[config.mk]
export PLATFORM = sky130hd
export DESIGN_NAME = fan_speed_regulator_core_flat
export DESIGN_NICKNAME = d
export VERILOG_FILES = /design/src/fsr_pkg.sv /design/src/fsr_item_if.sv /design/src/fsr_result_if.sv /design/src/fsr_step.sv /design/src/fan_speed_regulator_core.sv /design/src/flat_wrapper.sv
export SDC_FILE = /design/constraint.sdc
export NUM_CORES = 1
export LEC_CHECK = 0
export ABC_AREA = 1
export ABC_CLOCK_PERIOD_IN_PS = 10150
export BUFFER_PORTS_ARGS = -buffer_cell sky130_fd_sc_hd__buf_2
export CORE_ASPECT_RATIO = 1.25
export CORE_MARGIN = 2
export CORE_UTILIZATION = 35
export CTS_CLUSTER_SIZE = 14
export DETAILED_ROUTE_END_ITERATION = 6
export PLACE_DENSITY = 0.49
export RECOVER_POWER = 25
export SLEW_MARGIN = 20
export SYNTH_ARGS = -nofsm -noshare
export SYNTH_HDL_FRONTEND = slang
export SYNTH_HIERARCHICAL = 1
export SYNTH_SLANG_ARGS = --single-unit
[constraint.sdc]
create_clock -name clk -period 10.15 [get_ports clk]
set_input_delay 1.015 -clock clk [delete_from_list [all_inputs] [get_ports clk]]
set_output_delay 1.015 -clock clk [all_outputs]
set_load 0.01 [all_outputs]
[src/fsr_pkg.sv]
// Fan speed regulator package: shared types, codes and the level tables.
// Used by the step logic and the core top level.
package fsr_pkg;

    localparam logic [1:0] FUNC_SET   = 2'd0;
    localparam logic [1:0] FUNC_TICK  = 2'd1;
    localparam logic [1:0] FUNC_POWER = 2'd2;

    localparam logic [1:0] CFG_DUTY_MIN      = 2'd0;
    localparam logic [1:0] CFG_DUTY_MAX      = 2'd1;
    localparam logic [1:0] CFG_STALL_SECONDS = 2'd2;

    localparam logic [7:0] DUTY_MIN_RESET      = 8'd20;
    localparam logic [7:0] DUTY_MAX_RESET      = 8'd160;
    localparam logic [5:0] STALL_SECONDS_RESET = 6'd15;

    localparam logic [7:0] GOOD_PULSES  = 8'd21;
    localparam logic [8:0] NEAR_BAND    = 9'd9;
    localparam logic [9:0] BIG_STEP     = 10'd4;
    localparam logic [9:0] SMALL_STEP   = 10'd1;
    localparam logic [7:0] SETTLE_TICKS = 8'd3;
    localparam logic [1:0] TOP_INTERVAL = 2'd1;
    localparam logic [1:0] LOW_INTERVAL = 2'd3;

    typedef struct packed {
        logic [1:0] func;
        logic [5:0] level;
        logic [7:0] pulse_count;
        logic       power_on;
        logic       abnormal_hold;
    } fsr_item_t;

    typedef struct packed {
        logic [7:0] duty;
        logic       duty_written;
        logic       pwm_enabled;
        logic       stall_error;
    } fsr_result_t;

    typedef struct packed {
        logic [7:0] target_speed;
        logic [7:0] duty_value;
        logic [5:0] stall_count;
        logic [7:0] settle_count;
        logic [1:0] adjust_interval;
        logic       skip_first;
        logic       powered;
    } fsr_state_t;

    typedef struct packed {
        logic [7:0] duty_min;
        logic [7:0] duty_max;
        logic [5:0] stall_seconds;
    } fsr_cfg_t;

    // Entries past the last table row return the default value 135.
    function automatic logic [7:0] start_duty(input logic [5:0] idx);
        logic [7:0] v;
        case (idx)
            6'd0:  v = 8'd22;
            6'd1:  v = 8'd24;
            6'd2:  v = 8'd26;
            6'd3:  v = 8'd28;
            6'd4:  v = 8'd29;
            6'd5:  v = 8'd31;
            6'd6:  v = 8'd33;
            6'd7:  v = 8'd35;
            6'd8:  v = 8'd37;
            6'd9:  v = 8'd39;
            6'd10: v = 8'd41;
            6'd11: v = 8'd43;
            6'd12: v = 8'd46;
            6'd13: v = 8'd48;
            6'd14: v = 8'd50;
            6'd15: v = 8'd52;
            6'd16: v = 8'd55;
            6'd17: v = 8'd57;
            6'd18: v = 8'd59;
            6'd19: v = 8'd62;
            6'd20: v = 8'd64;
            6'd21: v = 8'd67;
            6'd22: v = 8'd70;
            6'd23: v = 8'd72;
            6'd24: v = 8'd75;
            6'd25: v = 8'd78;
            6'd26: v = 8'd81;
            6'd27: v = 8'd84;
            6'd28: v = 8'd86;
            6'd29: v = 8'd90;
            6'd30: v = 8'd93;
            6'd31: v = 8'd96;
            default: v = 8'd135;
        endcase
        return v;
    endfunction

    function automatic logic [7:0] target_count(input logic [5:0] idx);
        logic [7:0] v;
        case (idx)
            6'd0:  v = 8'd43;
            6'd1:  v = 8'd46;
            6'd2:  v = 8'd50;
            6'd3:  v = 8'd53;
            6'd4:  v = 8'd56;
            6'd5:  v = 8'd60;
            6'd6:  v = 8'd63;
            6'd7:  v = 8'd66;
            6'd8:  v = 8'd69;
            6'd9:  v = 8'd73;
            6'd10: v = 8'd76;
            6'd11: v = 8'd79;
            6'd12: v = 8'd83;
            6'd13: v = 8'd86;
            6'd14: v = 8'd89;
            6'd15: v = 8'd93;
            6'd16: v = 8'd96;
            6'd17: v = 8'd99;
            6'd18: v = 8'd102;
            6'd19: v = 8'd106;
            6'd20: v = 8'd109;
            6'd21: v = 8'd112;
            6'd22: v = 8'd116;
            6'd23: v = 8'd119;
            6'd24: v = 8'd122;
            6'd25: v = 8'd126;
            6'd26: v = 8'd129;
            6'd27: v = 8'd132;
            6'd28: v = 8'd135;
            6'd29: v = 8'd139;
            6'd30: v = 8'd142;
            6'd31: v = 8'd145;
            default: v = 8'd180;
        endcase
        return v;
    endfunction

endpackage

[src/fsr_item_if.sv]
// Request channel for regulator items: valid/ready plus the item fields.
// Depends on nothing.
interface fsr_item_if;
    logic       valid;
    logic       ready;
    logic [1:0] func;
    logic [5:0] level;
    logic [7:0] pulse_count;
    logic       power_on;
    logic       abnormal_hold;

    modport source (output valid, func, level, pulse_count, power_on, abnormal_hold,
                    input ready);
    modport sink (input valid, func, level, pulse_count, power_on, abnormal_hold,
                  output ready);
endinterface

[src/fsr_result_if.sv]
// Result channel of the regulator: valid/ready plus the result fields.
// Depends on nothing.
interface fsr_result_if;
    logic       valid;
    logic       ready;
    logic [7:0] duty;
    logic       duty_written;
    logic       pwm_enabled;
    logic       stall_error;

    modport source (output valid, duty, duty_written, pwm_enabled, stall_error,
                    input ready);
    modport sink (input valid, duty, duty_written, pwm_enabled, stall_error,
                  output ready);
endinterface

[src/fsr_step.sv]
// Next-state and result logic for one regulator request.
// Depends on fsr_pkg.
module fsr_step #(
    parameter int LEVELS = 33
) (
    input  fsr_pkg::fsr_cfg_t    cfg,
    input  fsr_pkg::fsr_state_t  state,
    input  fsr_pkg::fsr_item_t   item,
    output fsr_pkg::fsr_state_t  state_next,
    output fsr_pkg::fsr_result_t res
);

    localparam logic [6:0] LEVELS_V = 7'(LEVELS);

    logic [6:0]       level_ext;
    logic [5:0]       tab_idx;
    logic [7:0]       settle_dec;
    logic [5:0]       stall_inc;
    logic             up;
    logic             big_up;
    logic             down;
    logic             big_down;
    logic signed [9:0] d_sum;
    logic [7:0]       d_clamped;
    logic             written;
    logic             stall;

    assign level_ext = {1'b0, item.level};
    assign tab_idx   = item.level - 6'd1;
    assign settle_dec = state.settle_count - 8'd1;
    assign stall_inc  = state.stall_count + 6'd1;

    assign up       = state.target_speed > item.pulse_count;
    assign big_up   = {1'b0, state.target_speed} > ({1'b0, item.pulse_count} + fsr_pkg::NEAR_BAND);
    assign down     = state.target_speed < item.pulse_count;
    assign big_down = ({1'b0, state.target_speed} + fsr_pkg::NEAR_BAND) < {1'b0, item.pulse_count};

    always_comb
    begin
        d_sum = $signed({2'b00, state.duty_value});
        if (up)
        begin
            d_sum = d_sum + $signed(big_up ? fsr_pkg::BIG_STEP : fsr_pkg::SMALL_STEP);
        end
        else if (down)
        begin
            d_sum = d_sum - $signed(big_down ? fsr_pkg::BIG_STEP : fsr_pkg::SMALL_STEP);
        end
        if (d_sum >= $signed({2'b00, cfg.duty_max}))
        begin
            d_clamped = cfg.duty_max;
        end
        else if (d_sum <= $signed({2'b00, cfg.duty_min}))
        begin
            d_clamped = cfg.duty_min;
        end
        else
        begin
            d_clamped = d_sum[7:0];
        end
    end

    always_comb
    begin
        state_next = state;
        written    = 1'b0;
        stall      = 1'b0;
        unique case (item.func)
            fsr_pkg::FUNC_SET:
            begin
                if (item.level != 6'd0)
                begin
                    if (level_ext <= LEVELS_V)
                    begin
                        state_next.target_speed = fsr_pkg::target_count(tab_idx);
                        state_next.duty_value   = fsr_pkg::start_duty(tab_idx);
                        written = 1'b1;
                    end
                    state_next.adjust_interval = (level_ext == LEVELS_V) ?
                        fsr_pkg::TOP_INTERVAL : fsr_pkg::LOW_INTERVAL;
                    state_next.skip_first   = 1'b1;
                    state_next.settle_count = fsr_pkg::SETTLE_TICKS;
                end
            end
            fsr_pkg::FUNC_TICK:
            begin
                if (!item.abnormal_hold)
                begin
                    if (state.powered)
                    begin
                        if (item.pulse_count > fsr_pkg::GOOD_PULSES)
                        begin
                            state_next.settle_count = settle_dec;
                            if (settle_dec == 8'd0)
                            begin
                                state_next.settle_count = {6'd0, state.adjust_interval};
                                if (state.skip_first)
                                begin
                                    state_next.skip_first = 1'b0;
                                end
                                else
                                begin
                                    state_next.duty_value = d_clamped;
                                    written = 1'b1;
                                end
                            end
                            state_next.stall_count = 6'd0;
                        end
                        else
                        begin
                            state_next.stall_count = stall_inc;
                            if (stall_inc >= cfg.stall_seconds)
                            begin
                                stall = 1'b1;
                                state_next.stall_count = 6'd0;
                            end
                        end
                    end
                    else
                    begin
                        state_next.stall_count = 6'd0;
                    end
                end
            end
            fsr_pkg::FUNC_POWER:
            begin
                state_next.powered = item.power_on;
            end
            default:
            begin
                state_next = state;
            end
        endcase
    end

    assign res.duty         = state_next.duty_value;
    assign res.duty_written = written;
    assign res.pwm_enabled  = state_next.powered;
    assign res.stall_error  = stall;

endmodule

[src/fan_speed_regulator_core.sv]
// Fan speed regulator core: request register, step logic, state and result register.
// Depends on fsr_pkg, fsr_item_if, fsr_result_if and fsr_step.
//
// Usage:
//   item   - request channel (valid/ready): set level, one-second tick with the
//            tach pulse count, or power change.
//   result - one result per request: duty, duty_written, pwm_enabled, stall_error.
//   cfg_*  - write port for duty_min, duty_max and stall_seconds; write only
//            while no request is in flight.
// Order: an accepted request waits in the request register and moves into the
//   result register when the result register advances; result.valid then rises
//   and the result can be taken while result.ready is high.
// Throughput: one request per cycle unless the result stalls; the request and
//   result registers form a two-stage pipeline, with all state updated in one
//   pass through the step logic as a request moves into the result register.
// Reset: rst_n clears both pipeline stages, loads the configuration defaults
//   (20, 160, 15) and the regulator state (interval 1, all else zero).
// Stall: when result.ready is low the result holds; the request register
//   still takes one more request, then item.ready drops until the result
//   is taken.
module fan_speed_regulator_core #(
    parameter int LEVELS = 33
) (
    input  logic                clk,
    input  logic                rst_n,
    fsr_item_if.sink            item,
    fsr_result_if.source        result,
    input  logic                cfg_wr_en,
    input  logic [1:0]          cfg_index,
    input  logic [7:0]          cfg_wdata
);

    fsr_pkg::fsr_cfg_t    cfg_reg;
    fsr_pkg::fsr_state_t  state_reg;
    fsr_pkg::fsr_state_t  state_next;
    fsr_pkg::fsr_item_t   item_reg;
    fsr_pkg::fsr_result_t res_reg;
    fsr_pkg::fsr_result_t res_next;
    logic                 item_valid_reg;
    logic                 item_valid_next;
    logic                 res_valid_reg;
    logic                 advance;
    logic                 item_accept;

    assign advance     = !res_valid_reg || result.ready;
    assign item.ready  = !item_valid_reg || advance;
    assign item_accept = item.valid && item.ready;

    assign item_valid_next = item_accept ? 1'b1 : (advance ? 1'b0 : item_valid_reg);

    fsr_step #(
        .LEVELS (LEVELS)
    ) u_step (
        .cfg        (cfg_reg),
        .state      (state_reg),
        .item       (item_reg),
        .state_next (state_next),
        .res        (res_next)
    );

    always_ff @(posedge clk or negedge rst_n)
    begin
        if (!rst_n)
        begin
            cfg_reg.duty_min      <= fsr_pkg::DUTY_MIN_RESET;
            cfg_reg.duty_max      <= fsr_pkg::DUTY_MAX_RESET;
            cfg_reg.stall_seconds <= fsr_pkg::STALL_SECONDS_RESET;
        end
        else if (cfg_wr_en)
        begin
            unique case (cfg_index)
                fsr_pkg::CFG_DUTY_MIN:      cfg_reg.duty_min      <= cfg_wdata;
                fsr_pkg::CFG_DUTY_MAX:      cfg_reg.duty_max      <= cfg_wdata;
                fsr_pkg::CFG_STALL_SECONDS: cfg_reg.stall_seconds <= cfg_wdata[5:0];
                default:                    cfg_reg               <= cfg_reg;
            endcase
        end
    end

    always_ff @(posedge clk or negedge rst_n)
    begin
        if (!rst_n)
        begin
            item_valid_reg <= 1'b0;
            res_valid_reg  <= 1'b0;
            state_reg.target_speed    <= 8'd0;
            state_reg.duty_value      <= 8'd0;
            state_reg.stall_count     <= 6'd0;
            state_reg.settle_count    <= 8'd0;
            state_reg.adjust_interval <= fsr_pkg::TOP_INTERVAL;
            state_reg.skip_first      <= 1'b0;
            state_reg.powered         <= 1'b0;
        end
        else
        begin
            item_valid_reg <= item_valid_next;
            if (advance)
            begin
                res_valid_reg <= item_valid_reg;
                if (item_valid_reg)
                begin
                    state_reg <= state_next;
                end
            end
        end
    end

    always_ff @(posedge clk)
    begin
        if (item_accept)
        begin
            item_reg.func          <= item.func;
            item_reg.level         <= item.level;
            item_reg.pulse_count   <= item.pulse_count;
            item_reg.power_on      <= item.power_on;
            item_reg.abnormal_hold <= item.abnormal_hold;
        end
        if (advance && item_valid_reg)
        begin
            res_reg <= res_next;
        end
    end

    assign result.valid        = res_valid_reg;
    assign result.duty         = res_reg.duty;
    assign result.duty_written = res_reg.duty_written;
    assign result.pwm_enabled  = res_reg.pwm_enabled;
    assign result.stall_error  = res_reg.stall_error;

endmodule

[src/flat_wrapper.sv]
// flat-port wrapper written by rule: the top's interface ports become plain ports
module fan_speed_regulator_core_flat 
#(
    parameter int LEVELS = 33
)
  (clk, rst_n, cfg_wr_en, cfg_index, cfg_wdata, item_valid, item_func, item_level, item_pulse_count, item_power_on, item_abnormal_hold, item_ready, result_valid, result_duty, result_duty_written, result_pwm_enabled, result_stall_error, result_ready);
  fsr_item_if item_i ();
  fsr_result_if result_i ();
  input  logic clk;
  input  logic rst_n;
  input  logic cfg_wr_en;
  input  logic [1:0] cfg_index;
  input  logic [7:0] cfg_wdata;
  input wire logic [$bits(item_i.valid)-1:0] item_valid;
  input wire logic [$bits(item_i.func)-1:0] item_func;
  input wire logic [$bits(item_i.level)-1:0] item_level;
  input wire logic [$bits(item_i.pulse_count)-1:0] item_pulse_count;
  input wire logic [$bits(item_i.power_on)-1:0] item_power_on;
  input wire logic [$bits(item_i.abnormal_hold)-1:0] item_abnormal_hold;
  output wire logic [$bits(item_i.ready)-1:0] item_ready;
  output wire logic [$bits(result_i.valid)-1:0] result_valid;
  output wire logic [$bits(result_i.duty)-1:0] result_duty;
  output wire logic [$bits(result_i.duty_written)-1:0] result_duty_written;
  output wire logic [$bits(result_i.pwm_enabled)-1:0] result_pwm_enabled;
  output wire logic [$bits(result_i.stall_error)-1:0] result_stall_error;
  input wire logic [$bits(result_i.ready)-1:0] result_ready;
  assign item_i.valid = item_valid;
  assign item_i.func = item_func;
  assign item_i.level = item_level;
  assign item_i.pulse_count = item_pulse_count;
  assign item_i.power_on = item_power_on;
  assign item_i.abnormal_hold = item_abnormal_hold;
  assign item_ready = item_i.ready;
  assign result_valid = result_i.valid;
  assign result_duty = result_i.duty;
  assign result_duty_written = result_i.duty_written;
  assign result_pwm_enabled = result_i.pwm_enabled;
  assign result_stall_error = result_i.stall_error;
  assign result_i.ready = result_ready;
  fan_speed_regulator_core #(.LEVELS(LEVELS)) u_core (.clk(clk), .rst_n(rst_n), .item(item_i), .result(result_i), .cfg_wr_en(cfg_wr_en), .cfg_index(cfg_index), .cfg_wdata(cfg_wdata));
endmodule
==> qor.txt, run 1 <==
Worst R2R Setup Slack: 4.48 ns
Wire per inst: 16.2 microns
RSZ-0062 raised after global routing: no
Worst-path fanout max: 8
Slew margin rel.: -136%
Worst setup SP type: flip-flop
Cts bufs inserted: 9
Post-synthesis sequential area ratio: 32.2%
Rows: 58
PD cells: 309 nW/um^2
Layout Area Growth over Synthesis: 8.74%
Post-route DRC: 0
Mapped Area: 7240 sq um
Largest register FFs: 34
CP max-delay cell: o41ai_1
Max VDD drop: 163 uV
Final WS setup: 4.48 ns
Clock transition at path regs: 0.07 ns
Root buf cell: clkbuf_16
Avg Cell Area, Syn: 7.36 sq um
Multi-input logic area: 4140 sq um
Post-DRT Antenna Nets: 0
Leakage: 0.00405 uW
DR vias: 6,446
Worst Tran Pin Value: 3.54 ns
Antenna violations before repair: 0
Hold buffers post-CTS: 0
GR Util All Layers: 19.7%
DRT Pass-1 Iters: 5
Psw: 1270 uW
CTS H-Tree Depth: 3
CP Capture Type: flip-flop
Logic pwr share: 63.2%
Tmin final: 5.67 ns
CTS resizes: 0
# port buffers: 45
Synth Warn #: 6
Clock network fraction of design power: 14.2%
Post-DP HPWL: 15,800 microns
Min-delay worst type: reg2reg
Die Ht: 165 microns
Register area: 2330 sq um
Placed insts: 1,266
Top Ports: 46
Register-to-Register Path Depth: 30
Most used cell, CP: nand2_1
Worst r2r src: u_core/item_reg[2]$_DFFE_PP_
Share of async-settable or async-resettable flops after synthesis: 66.7%
Nets@finish: 1,107
Family with the most delay on the worst path: simple AND/OR/NAND/NOR gates
Clk_lat worst skew: 0.36 ns
EDFF count, synth: 29
Setup Crit Path Kind: reg2reg
Slowest Stage Delay on Critical Path: 0.74 ns
Final Cycle Share: 55.9%
Commonest non-fill, non-tap cells in the layout: 291 x nand2_1, 124 x inv_1, 78 x nand3_1
Max-slew violations: 59
CP Buf/Inv Count: 3
Vias per cell: 5.03
Req. time, crit path: 10.39 ns
Core footprint: 20,200 sq um
Final setup violating endpoints: 0
GRT overflow: 0
Starting DRT DRC Count: 452
Critical R2R Capture: u_core/state_reg[25]$_DFFE_PN0P_
# diodes: 0
Post-Route Skew: 0.0125 ns
TritonCTS clock tree: done
Failing checks: max-capacitance violations, max-slew violations
Pre-CTS setup slack: 4.54 ns
Cell Int Power: 1160 uW
Peak Freq: 176 MHz
Yosys reg bits: 87
Chip width: 133 microns
Hold depth: 2
Distinct cells, synth: 55
Ys flop type: dfrtp_1
Vias in the first global route: 6,411
Most common cell after layout, fill and taps aside: nand2_1
Endpoint, Worst Hold: u_core/cfg_reg[13]$_DFFE_PN1P_
Clock Path Buffers: 2
Total Wirelength: 20,700 microns
Max-cap violations: 1
Sw frac: 52.3%
Sink Count: 87
First-pass GRT wire length: 33,900 microns
Arrival @ worst endpoint: 5.91 ns
Hold Path Origin: u_core/cfg_reg[13]$_DFFE_PN1P_
Synthesized instance count: 984
Syn Nets: 1,084
Routability cong.: 0.877
Status: complete, but fails checks
Non-Filler Instances: 1,282
# fillers: 2,168
Reg power frac: 22.6%
Final hold vios: 0
Die area: 21,900 sq um
Pin count of the biggest net entering global routing: 59
Hold_ws: 0.464 ns
Layout cells sized above 1: 12.2%
Setup tns final: 0 ns
Postcts setup bufs: 0
Starting density of the core: 35.8%
-- synth_stat cells (all sizes together), types with 21 or more instances --
cell	number	area, sq um
edfxtp	29	871
nor2	58	288
a21oi	44	231
xor2	26	228
dfrtp	49	1230
inv	140	531
nand4	21	144
nand3	83	468
o21ai	49	245
nand2	306	1210
ha	67	838
buf	29	201
-- worst reg2reg max path: cells and delay by family (launching register included) --
| family | cells | cell delay, ns |
|---|---|---|
| simple gates | 17 | 1.71 |
| compound gates | 3 | 1.46 |
| xor+xnor | 2 | 0.34 |
| buf+inv | 3 | 0.27 |
| flops | 1 | 0.46 |
| fa+ha+maj | 5 | 1.32 |
-- metal layers --
layer / share of wire, % / wire (microns) / vias up / track usage [%]
met2: 52 / 10900 / 117 / 37.3
met1: 42 / 8780 / 3012 / 22.8
met3: 2.9 / 595 / 28 / 2.18
met5: 0 / 0 / - / 0
met4: 2.5 / 511 / 0 / 7.18
li1: - / - / 3289 / -
-- cells by family after synthesis --
group           after synthesis  synth area share (%)
fa+ha+maj                    67                  11.6
buf+inv                     177                  10.5
compound gates              142                  12.0
simple gates                483                  30.3
xor+xnor                     28                  3.39
flops                        87                  32.2
-- layout make-up --
class / count / area share [%]
clock buffers: 9 / 2.86
repair buffers: 47 / 2.99
inverters: 142 / 6.85
clock inverters: 7 / 0.905
multi-input cells: 720 / 52.5
well taps: 270 / 4.29
flip-flops and latches: 87 / 29.6
-- per-stage QoR --
| step | area (sq um) | total power (uW) | utilization (%) |
|---|---|---|---|
| 3_3_place_gp | 7600 | 2110 | 37.5 |
| 5_1_grt | 7880 | 2690 | 38.9 |
| 4_1_cts | 7900 | 2450 | 39.0 |
| 6_report | 7880 | 2430 | 38.9 |
| 2_1_floorplan | 7240 | 1720 | - |
| 3_5_place_dp | 7600 | 2090 | 37.5 |
-- worst max-delay path by stage --
stage	start	endpoint	slack [ns]	cells after the start
final	u_core/item_reg[2]$_DFFE_PP_	u_core/state_reg[25]$_DFFE_PN0P_	4.48	30
after global routing	u_core/item_reg[2]$_DFFE_PP_	u_core/state_reg[18]$_DFFE_PN0P_	4.00	30
after CTS	u_core/item_reg[2]$_DFFE_PP_	u_core/state_reg[24]$_DFFE_PN0P_	4.51	30
after detailed placement	u_core/item_reg[2]$_DFFE_PP_	u_core/state_reg[24]$_DFFE_PN0P_	4.54	30
after global placement	u_core/item_reg[2]$_DFFE_PP_	u_core/state_reg[22]$_DFFE_PN0P_	4.53	30
after floorplan	u_core/item_reg[2]$_DFFE_PP_	u_core/state_reg[25]$_DFFE_PN0P_	5.49	36
-- power groups by stage --
stage | Clock [uW] | Sequential [uW] | Combinational [uW]
after floorplan | 0 | 526 | 1190
after CTS | 354 | 552 | 1540
after detailed placement | 0 | 558 | 1530
after global routing | 369 | 562 | 1750
after global placement | 0 | 558 | 1550
final | 344 | 550 | 1540
Note: power is estimated with default switching activity, not from simulation.
==> run 2, diff against run 1 <==
--- a/config.mk
+++ b/config.mk
@@ -6,7 +6,7 @@
 export NUM_CORES = 1
 export LEC_CHECK = 0
 export ABC_AREA = 1
-export ABC_CLOCK_PERIOD_IN_PS = 10150
+export ABC_CLOCK_PERIOD_IN_PS = 5220
 export BUFFER_PORTS_ARGS = -buffer_cell sky130_fd_sc_hd__buf_2
 export CORE_ASPECT_RATIO = 1.25
 export CORE_MARGIN = 2
==> constraint.sdc (replaced) <==
create_clock -name clk -period 5.22 [get_ports clk]
set_input_delay 0.522 -clock clk [delete_from_list [all_inputs] [get_ports clk]]
set_output_delay 0.522 -clock clk [all_outputs]
set_load 0.01 [all_outputs]
==> run 2 against run 1 <==
The run still ends with max-capacitance violations, max-slew violations left. Via count grew 1.2%. Sequential share of layout area shrank 1.4 points. Critical path type unchanged. Worst hold slack lost 0.13 ns. Critical endpoint is now u_core/state_reg[23]$_DFFE_PN0P_. First-iteration DRC count shrank 28%. Sequential power grew 95%.
==> qor.txt, run 2 (same netlist as run 1, synthesis figures left out) <==
Reg power frac: 20.0% (-2.6 points)
Layout cells sized above 1: 17.9% (+5.8 points)
Nets@finish: 1,122 (+1.4%)
Max-slew violations: 59 (unchanged)
Root buf cell: clkbuf_16
Starting DRT DRC Count: 326 (-28%)
Register-to-Register Path Depth: 34 (+13%)
Clock network fraction of design power: 12.9% (-1.3 points)
Vias in the first global route: 6,492 (+1.3%)
Slowest Stage Delay on Critical Path: 0.40 ns (-0.34 ns)
Worst r2r src: u_core/item_reg[3]$_DFFE_PP_
Setup tns final: 0 ns (unchanged)
Sw frac: 50.6% (-1.7 points)
# port buffers: 45 (unchanged)
Max-cap violations: 1 (unchanged)
Psw: 2720 uW (+110%)
Commonest non-fill, non-tap cells in the layout: 275 x nand2_1, 119 x inv_1, 76 x nand3_1
Total Wirelength: 20,700 microns (-0.11%)
DRT Pass-1 Iters: 4 (-1)
Met2 usage: 36.1% (-1.2 points)
Post-DP HPWL: 15,800 microns (about the same)
GR Util All Layers: 19.5% (-0.21 points)
Final setup violating endpoints: 0 (unchanged)
Die area: 21,900 sq um (unchanged)
Beginning of the critical path: u_core/item_reg[3]$_DFFE_PP_
Final Cycle Share: 92.2% (+36 points)
Core footprint: 20,200 sq um (unchanged)
# diodes: 0 (unchanged)
Tot Pwr: 5380 uW (+120%)
Clk_lat worst skew: 0.36 ns (about the same)
PD cells: 650 nW/um^2 (+110%)
Arrival @ worst endpoint: 5.05 ns (-0.86 ns)
Status: complete, but fails checks
Peak Freq: 208 MHz (+18%)
Pin count of the biggest net entering global routing: 59 (unchanged)
Worst Tran Pin Value: 3.33 ns (-0.210 ns)
Sink Count: 87 (unchanged)
Worst setup SP type: flip-flop
Post-route DRC: 0 (unchanged)
Starting density of the core: 35.8% (unchanged)
CP max-delay cell: edfxtp_1
Slew margin rel.: -122% (+14 points)
Tmin final: 4.81 ns (-0.857 ns)
Worst R2R Setup Slack: 0.41 ns (-4.07 ns)
Routability cong.: 0.897 (+2.3%)
Antenna violations before repair: 0 (unchanged)
Worst-path fanout max: 9 (+1)
Die Ht: 165 microns (unchanged)
Endpoint, Worst Hold: u_core/item_reg[16]$_DFFE_PP_
GRT overflow: 0 (unchanged)
Chip width: 133 microns (unchanged)
Leakage: 0.00414 uW (+2.4%)
CP Capture Type: flip-flop
TritonCTS clock tree: done
Cell Int Power: 2660 uW (+130%)
GRT met1 Usage: 22.2% (-0.62 points)
CTS H-Tree Depth: 3 (unchanged)
Hold buffers post-CTS: 0 (unchanged)
Max VDD drop: 314 uV (+93%)
DR vias: 6,522 (+1.2%)
Hold Path Origin: item_func[0]
Most common cell after layout, fill and taps aside: nand2_1
First-pass GRT wire length: 33,600 microns (-1.0%)
Non-Filler Instances: 1,297 (+1.2%)
Grt peak-use layer: met2
Cts bufs inserted: 9 (unchanged)
Met3 usage: 2.76% (+0.58 points)
Min-delay worst type: in2reg
Failing checks: max-capacitance violations, max-slew violations
Post-DRT Antenna Nets: 0 (unchanged)
Req. time, crit path: 5.46 ns (-4.93 ns)
Post-Route Skew: 0.0117 ns (-0.000790 ns)
Clock Path Buffers: 2 (unchanged)
Top Ports: 46 (unchanged)
Layout Area Growth over Synthesis: 14.2%
Wire per inst: 16.0 microns (-1.3%)
Most used cell, CP: nand2_1
Clock transition at path regs: 0.08 ns (about the same)
Logic pwr share: 67.1% (+3.9 points)
Setup Crit Path Kind: reg2reg
Largest register FFs: 34 (unchanged)
Rows: 58 (unchanged)
Hold depth: 1 (-1)
Vias per cell: 5.03 (about the same)
Critical R2R Capture: u_core/state_reg[23]$_DFFE_PN0P_
Placed insts: 1,272 (+0.47%)
Final hold vios: 0 (unchanged)
-- run 2: cell types whose count changed in the layout (fill, tap and decap cells not counted), sizes merged --
cell and delta:
clkinvlp +1, inv -1, bufinv +1, buf +15
clkinv -1
-- run 2: layout make-up --
type,count,area [sq um]
clock buffers,9,225
clock inverters,7,86.3
multi-input cells,720,4390
flip-flops and latches,87,2330
fillers,2155,12000
well taps,270,338
repair buffers,62,360
inverters,142,539
-- run 2: power groups by stage --
stage               clock network [uW]  logic, uW  registers (uW)
global route                       744       4050            1100
global placement                     0       3010            1090
CTS                                714       3030            1070
finish                             695       3610            1070
detailed placement                   0       2990            1080
floorplan                            0       2320            1020
-- run 2: stage by stage --
step	setup WS [ns]	hold slack, ns	utilization (%)	cell area (sq um)
finish	0.406	0.336	40.9	8280
detailed placement	-0.0185	0.453	37.8	7640
global placement	-0.0602	0.453	37.8	7640
floorplan	0.563	0.226	-	7240
CTS	0.0789	0.324	39.3	7960
global route	-0.0106	0.318	40.9	8280
-- run 2: what timing repair did --
| action | in CTS | in global routing |
|---|---|---|
| pin swaps | 0 | 25 |
| gates resized for setup | 2 | 53 |
| setup buffers | 0 | 9 |
| setup endpoints to repair | 12 | 16 |
-- run 2: how the worst max path moves through the flow --
stage / end / cells after the start / slack [ns]
2_1_floorplan: u_core/state_reg[25]$_DFFE_PN0P_ / 36 / 0.56
3_3_place_gp: u_core/state_reg[22]$_DFFE_PN0P_ / 37 / -0.06
3_5_place_dp: u_core/state_reg[22]$_DFFE_PN0P_ / 37 / -0.02
4_1_cts: u_core/state_reg[23]$_DFFE_PN0P_ / 37 / 0.08
5_1_grt: u_core/state_reg[23]$_DFFE_PN0P_ / 38 / -0.01
6_report: u_core/state_reg[23]$_DFFE_PN0P_ / 34 / 0.41
-- run 2: per-layer routing --
metal | part of all wire [%] | routed length [microns]
met1 | 41 | 8570
met2 | 52 | 10800
met4 | 3.7 | 767
met5 | 0 | 0
met3 | 2.8 | 583
-- run 2: worst max-delay path: cells and delay by family (launching register included) --
| family | cells | cell delay, ns |
|---|---|---|
| AND/OR/NAND/NOR | 18 | 1.63 |
| flip-flops | 1 | 0.40 |
| AO/OA/AOI/OAI | 5 | 0.61 |
| adder cells (fa/ha/maj) | 5 | 1.16 |
| buffers and inverters | 4 | 0.59 |
| XOR/XNOR | 2 | 0.29 |
==> run 3, diff against run 2 <==
--- a/config.mk
+++ b/config.mk
@@ -13,6 +13,7 @@
 export CORE_UTILIZATION = 35
 export CTS_CLUSTER_SIZE = 14
 export DETAILED_ROUTE_END_ITERATION = 6
+export GPL_TIMING_DRIVEN = 0
 export PLACE_DENSITY = 0.49
 export RECOVER_POWER = 25
 export SLEW_MARGIN = 20
==> run 3 against run 2 <==
Routed wire length increased by 1.1%. Critical path depth is 1 higher. Power rose by 1.1%. Largest cell class unchanged. The flow still finishes with violations (max-capacitance violations, max-slew violations). Sequential cell count stayed put. Clock power down 5.2%. Highest routed layer unchanged.
==> qor.txt, run 3 (same netlist as run 1, synthesis figures left out) <==
Status: complete, but fails checks
Largest register FFs: 34 (unchanged)
Tot Pwr: 5440 uW (+1.1%)
Slowest Stage Delay on Critical Path: 0.40 ns (about the same)
GR Util All Layers: 19.6% (+0.13 points)
Final Core Density: 42.1% (+1.3 points)
WL met2: 11,100 microns (+3.1%)
Nets@finish: 1,153 (+2.8%)
Sw frac: 51.3% (+0.73 points)
Max-cap violations: 1 (unchanged)
Most used cell, CP: nand2_2
Root buf cell: clkbuf_16
Final hold vios: 0 (unchanged)
Starting DRT DRC Count: 336 (+3.1%)
Arrival @ worst endpoint: 5.19 ns (+0.14 ns)
# fillers: 2,118 (-1.7%)
Hold_ws: 0.339 ns (+0.00284 ns)
Sink Count: 87 (unchanged)
Post-DRT Antenna Nets: 0 (unchanged)
DR vias: 6,604 (+1.3%)
Vias in the first global route: 6,531 (+0.60%)
Register-to-Register Path Depth: 35 (+2.9%)
Min-delay worst type: in2reg
Vias per cell: 4.97 (-1.1%)
Hold Path Origin: item_pulse_count[1]
Endpoint, Worst Hold: u_core/item_reg[3]$_DFFE_PP_
Worst Tran Pin Value: 2.07 ns (-1.26 ns)
Clk_lat worst skew: 0.36 ns (about the same)
First-pass GRT wire length: 33,900 microns (+0.93%)
Cell Int Power: 2650 uW (-0.35%)
Req. time, crit path: 5.47 ns (about the same)
Worst setup SP type: flip-flop
Leakage: 0.00427 uW (+3.0%)
Tmin final: 4.94 ns (+0.121 ns)
Final setup violating endpoints: 0 (unchanged)
CTS H-Tree Depth: 3 (unchanged)
Worst-path fanout max: 8 (-1)
Antenna violations before repair: 0 (unchanged)
Clock transition at path regs: 0.07 ns (about the same)
Cts bufs inserted: 9 (unchanged)
Layout Area Growth over Synthesis: 17.8%
Psw: 2790 uW (+2.6%)
Worst r2r src: u_core/item_reg[3]$_DFFE_PP_
GRT overflow: 0 (unchanged)
DRT met1 WL: 8810 microns (+2.8%)
WL met3: 632 microns (+8.4%)
Peak Freq: 203 MHz (-2.5%)
Starting density of the core: 35.8% (unchanged)
Setup Crit Path Kind: reg2reg
# diodes: 0 (unchanged)
PD cells: 638 nW/um^2 (-1.9%)
Pin count of the biggest net entering global routing: 38 (-36%)
Hold depth: 1 (unchanged)
Layout cells sized above 1: 22.2% (+4.3 points)
Wire per inst: 15.8 microns (-1.3%)
Slew margin rel.: -38.3% (+84 points)
Top Ports: 46 (unchanged)
Post-DP HPWL: 16,100 microns (+1.9%)
CP Capture Type: flip-flop
Total Wirelength: 20,900 microns (+1.1%)
Rows: 58 (unchanged)
Worst R2R Setup Slack: 0.28 ns (-0.12 ns)
Most common cell after layout, fill and taps aside: nand2_1
Register area: 2330 sq um (about the same)
Multi-input logic area: 4480 sq um (+1.9%)
Post-Route Skew: 0.00734 ns (-0.00440 ns)
Beginning of the critical path: u_core/item_reg[3]$_DFFE_PP_
Final Cycle Share: 94.5% (+2.3 points)
Reg power frac: 19.6% (-0.4 points)
TritonCTS clock tree: done
Chip width: 133 microns (unchanged)
Failing checks: max-capacitance violations, max-slew violations
Core footprint: 20,200 sq um (unchanged)
Setup tns final: 0 ns (unchanged)
Post-route DRC: 0 (unchanged)
Max VDD drop: 504 uV (+60%)
Clock Path Buffers: 2 (unchanged)
# port buffers: 43 (-4.4%)
Logic pwr share: 68.3% (+1.2 points)
Routability cong.: 0.902 (+0.55%)
Clock network fraction of design power: 12.1% (-0.8 points)
Top Layer Used: met4
Commonest non-fill, non-tap cells in the layout: 259 x nand2_1, 119 x inv_1, 74 x nand3_1
DRT Pass-1 Iters: 5 (+1)
Max-slew violations: 38 (-36%)
RSZ-0062 raised after global routing: yes
Die area: 21,900 sq um (unchanged)
CP max-delay cell: edfxtp_1
Critical R2R Capture: u_core/state_reg[25]$_DFFE_PN0P_
Die Ht: 165 microns (unchanged)
[run 3: cell count changes in the layout (fill, tap and decap cells not counted), sizes merged]
cell | previous run | this run
clkinv | 3 | 5
buf | 60 | 84
nand2 | 306 | 307
bufinv | 1 | 0
clkinvlp | 1 | 0
clkbuf | 11 | 17
[run 3: cell type report]
cell class,instances,area share (%)
plain buffers,35,2.67
clock buffers,9,2.64
clock inverters,7,0.865
inverters,142,6.32
multi-input cells,721,52.5
flip-flops and latches,87,27.4
well taps,270,3.96
repair buffers,57,3.70
[run 3: power by group through the flow]
stage	sequential (uW)	clock, uW	combinational (uW)
global placement	1070	0	3000
floorplan	1020	0	2320
detailed placement	1080	0	3040
global route	1090	710	4170
finish	1060	659	3720
CTS	1060	687	3250
[run 3: metrics by stage]
| stage | area [sq um] | setup slack [ns] | cells |
|---|---|---|---|
| 6_report | 8530 | 0.285 | 1328 |
| 5_1_grt | 8530 | -0.0609 | 1328 |
| 4_1_cts | 8260 | 0.00617 | 1319 |
| 3_5_place_dp | 7820 | -0.655 | 1298 |
| 3_3_place_gp | 7800 | -0.607 | 1297 |
| 2_1_floorplan | 7240 | 0.563 | 984 |
[run 3: repair_timing]
item / 4_1_cts / 5_1_grt
endpoints found under the hold margin: 0 / 0
endpoints found under the setup margin: 16 / 16
buffers inserted: 5 / 8
pin swaps: 9 / 31
gates cloned: 0 / 1
gates resized for setup: 25 / 59
hold buffers: 0 / 0
[run 3: per-layer routing]
metal,global-route usage (%),vias to the layer above
met5,0,-
met4,5.57,0
met3,2.49,27
met2,37.2,140
met1,23.1,3067
li1,-,3370
[run 3: worst max path at each step]
stage / cells past startpoint / to / slack [ns]
after floorplan: 36 / u_core/state_reg[25]$_DFFE_PN0P_ / 0.56
after global placement: 32 / u_core/state_reg[25]$_DFFE_PN0P_ / -0.61
after detailed placement: 31 / u_core/state_reg[25]$_DFFE_PN0P_ / -0.65
after CTS: 36 / u_core/state_reg[25]$_DFFE_PN0P_ / 0.006
after global routing: 37 / u_core/state_reg[24]$_DFFE_PN0P_ / -0.06
final: 35 / u_core/state_reg[25]$_DFFE_PN0P_ / 0.28
[run 3: critical path, delay by kind of cell (launching register included)]
family                   cells  cell delay, ns
adder cells (fa/ha/maj)      5            1.27
XOR/XNOR                     2            0.30
AO/OA/AOI/OAI                7            0.95
buffers and inverters        4            0.35
AND/OR/NAND/NOR             17            1.55
flip-flops                   1            0.40
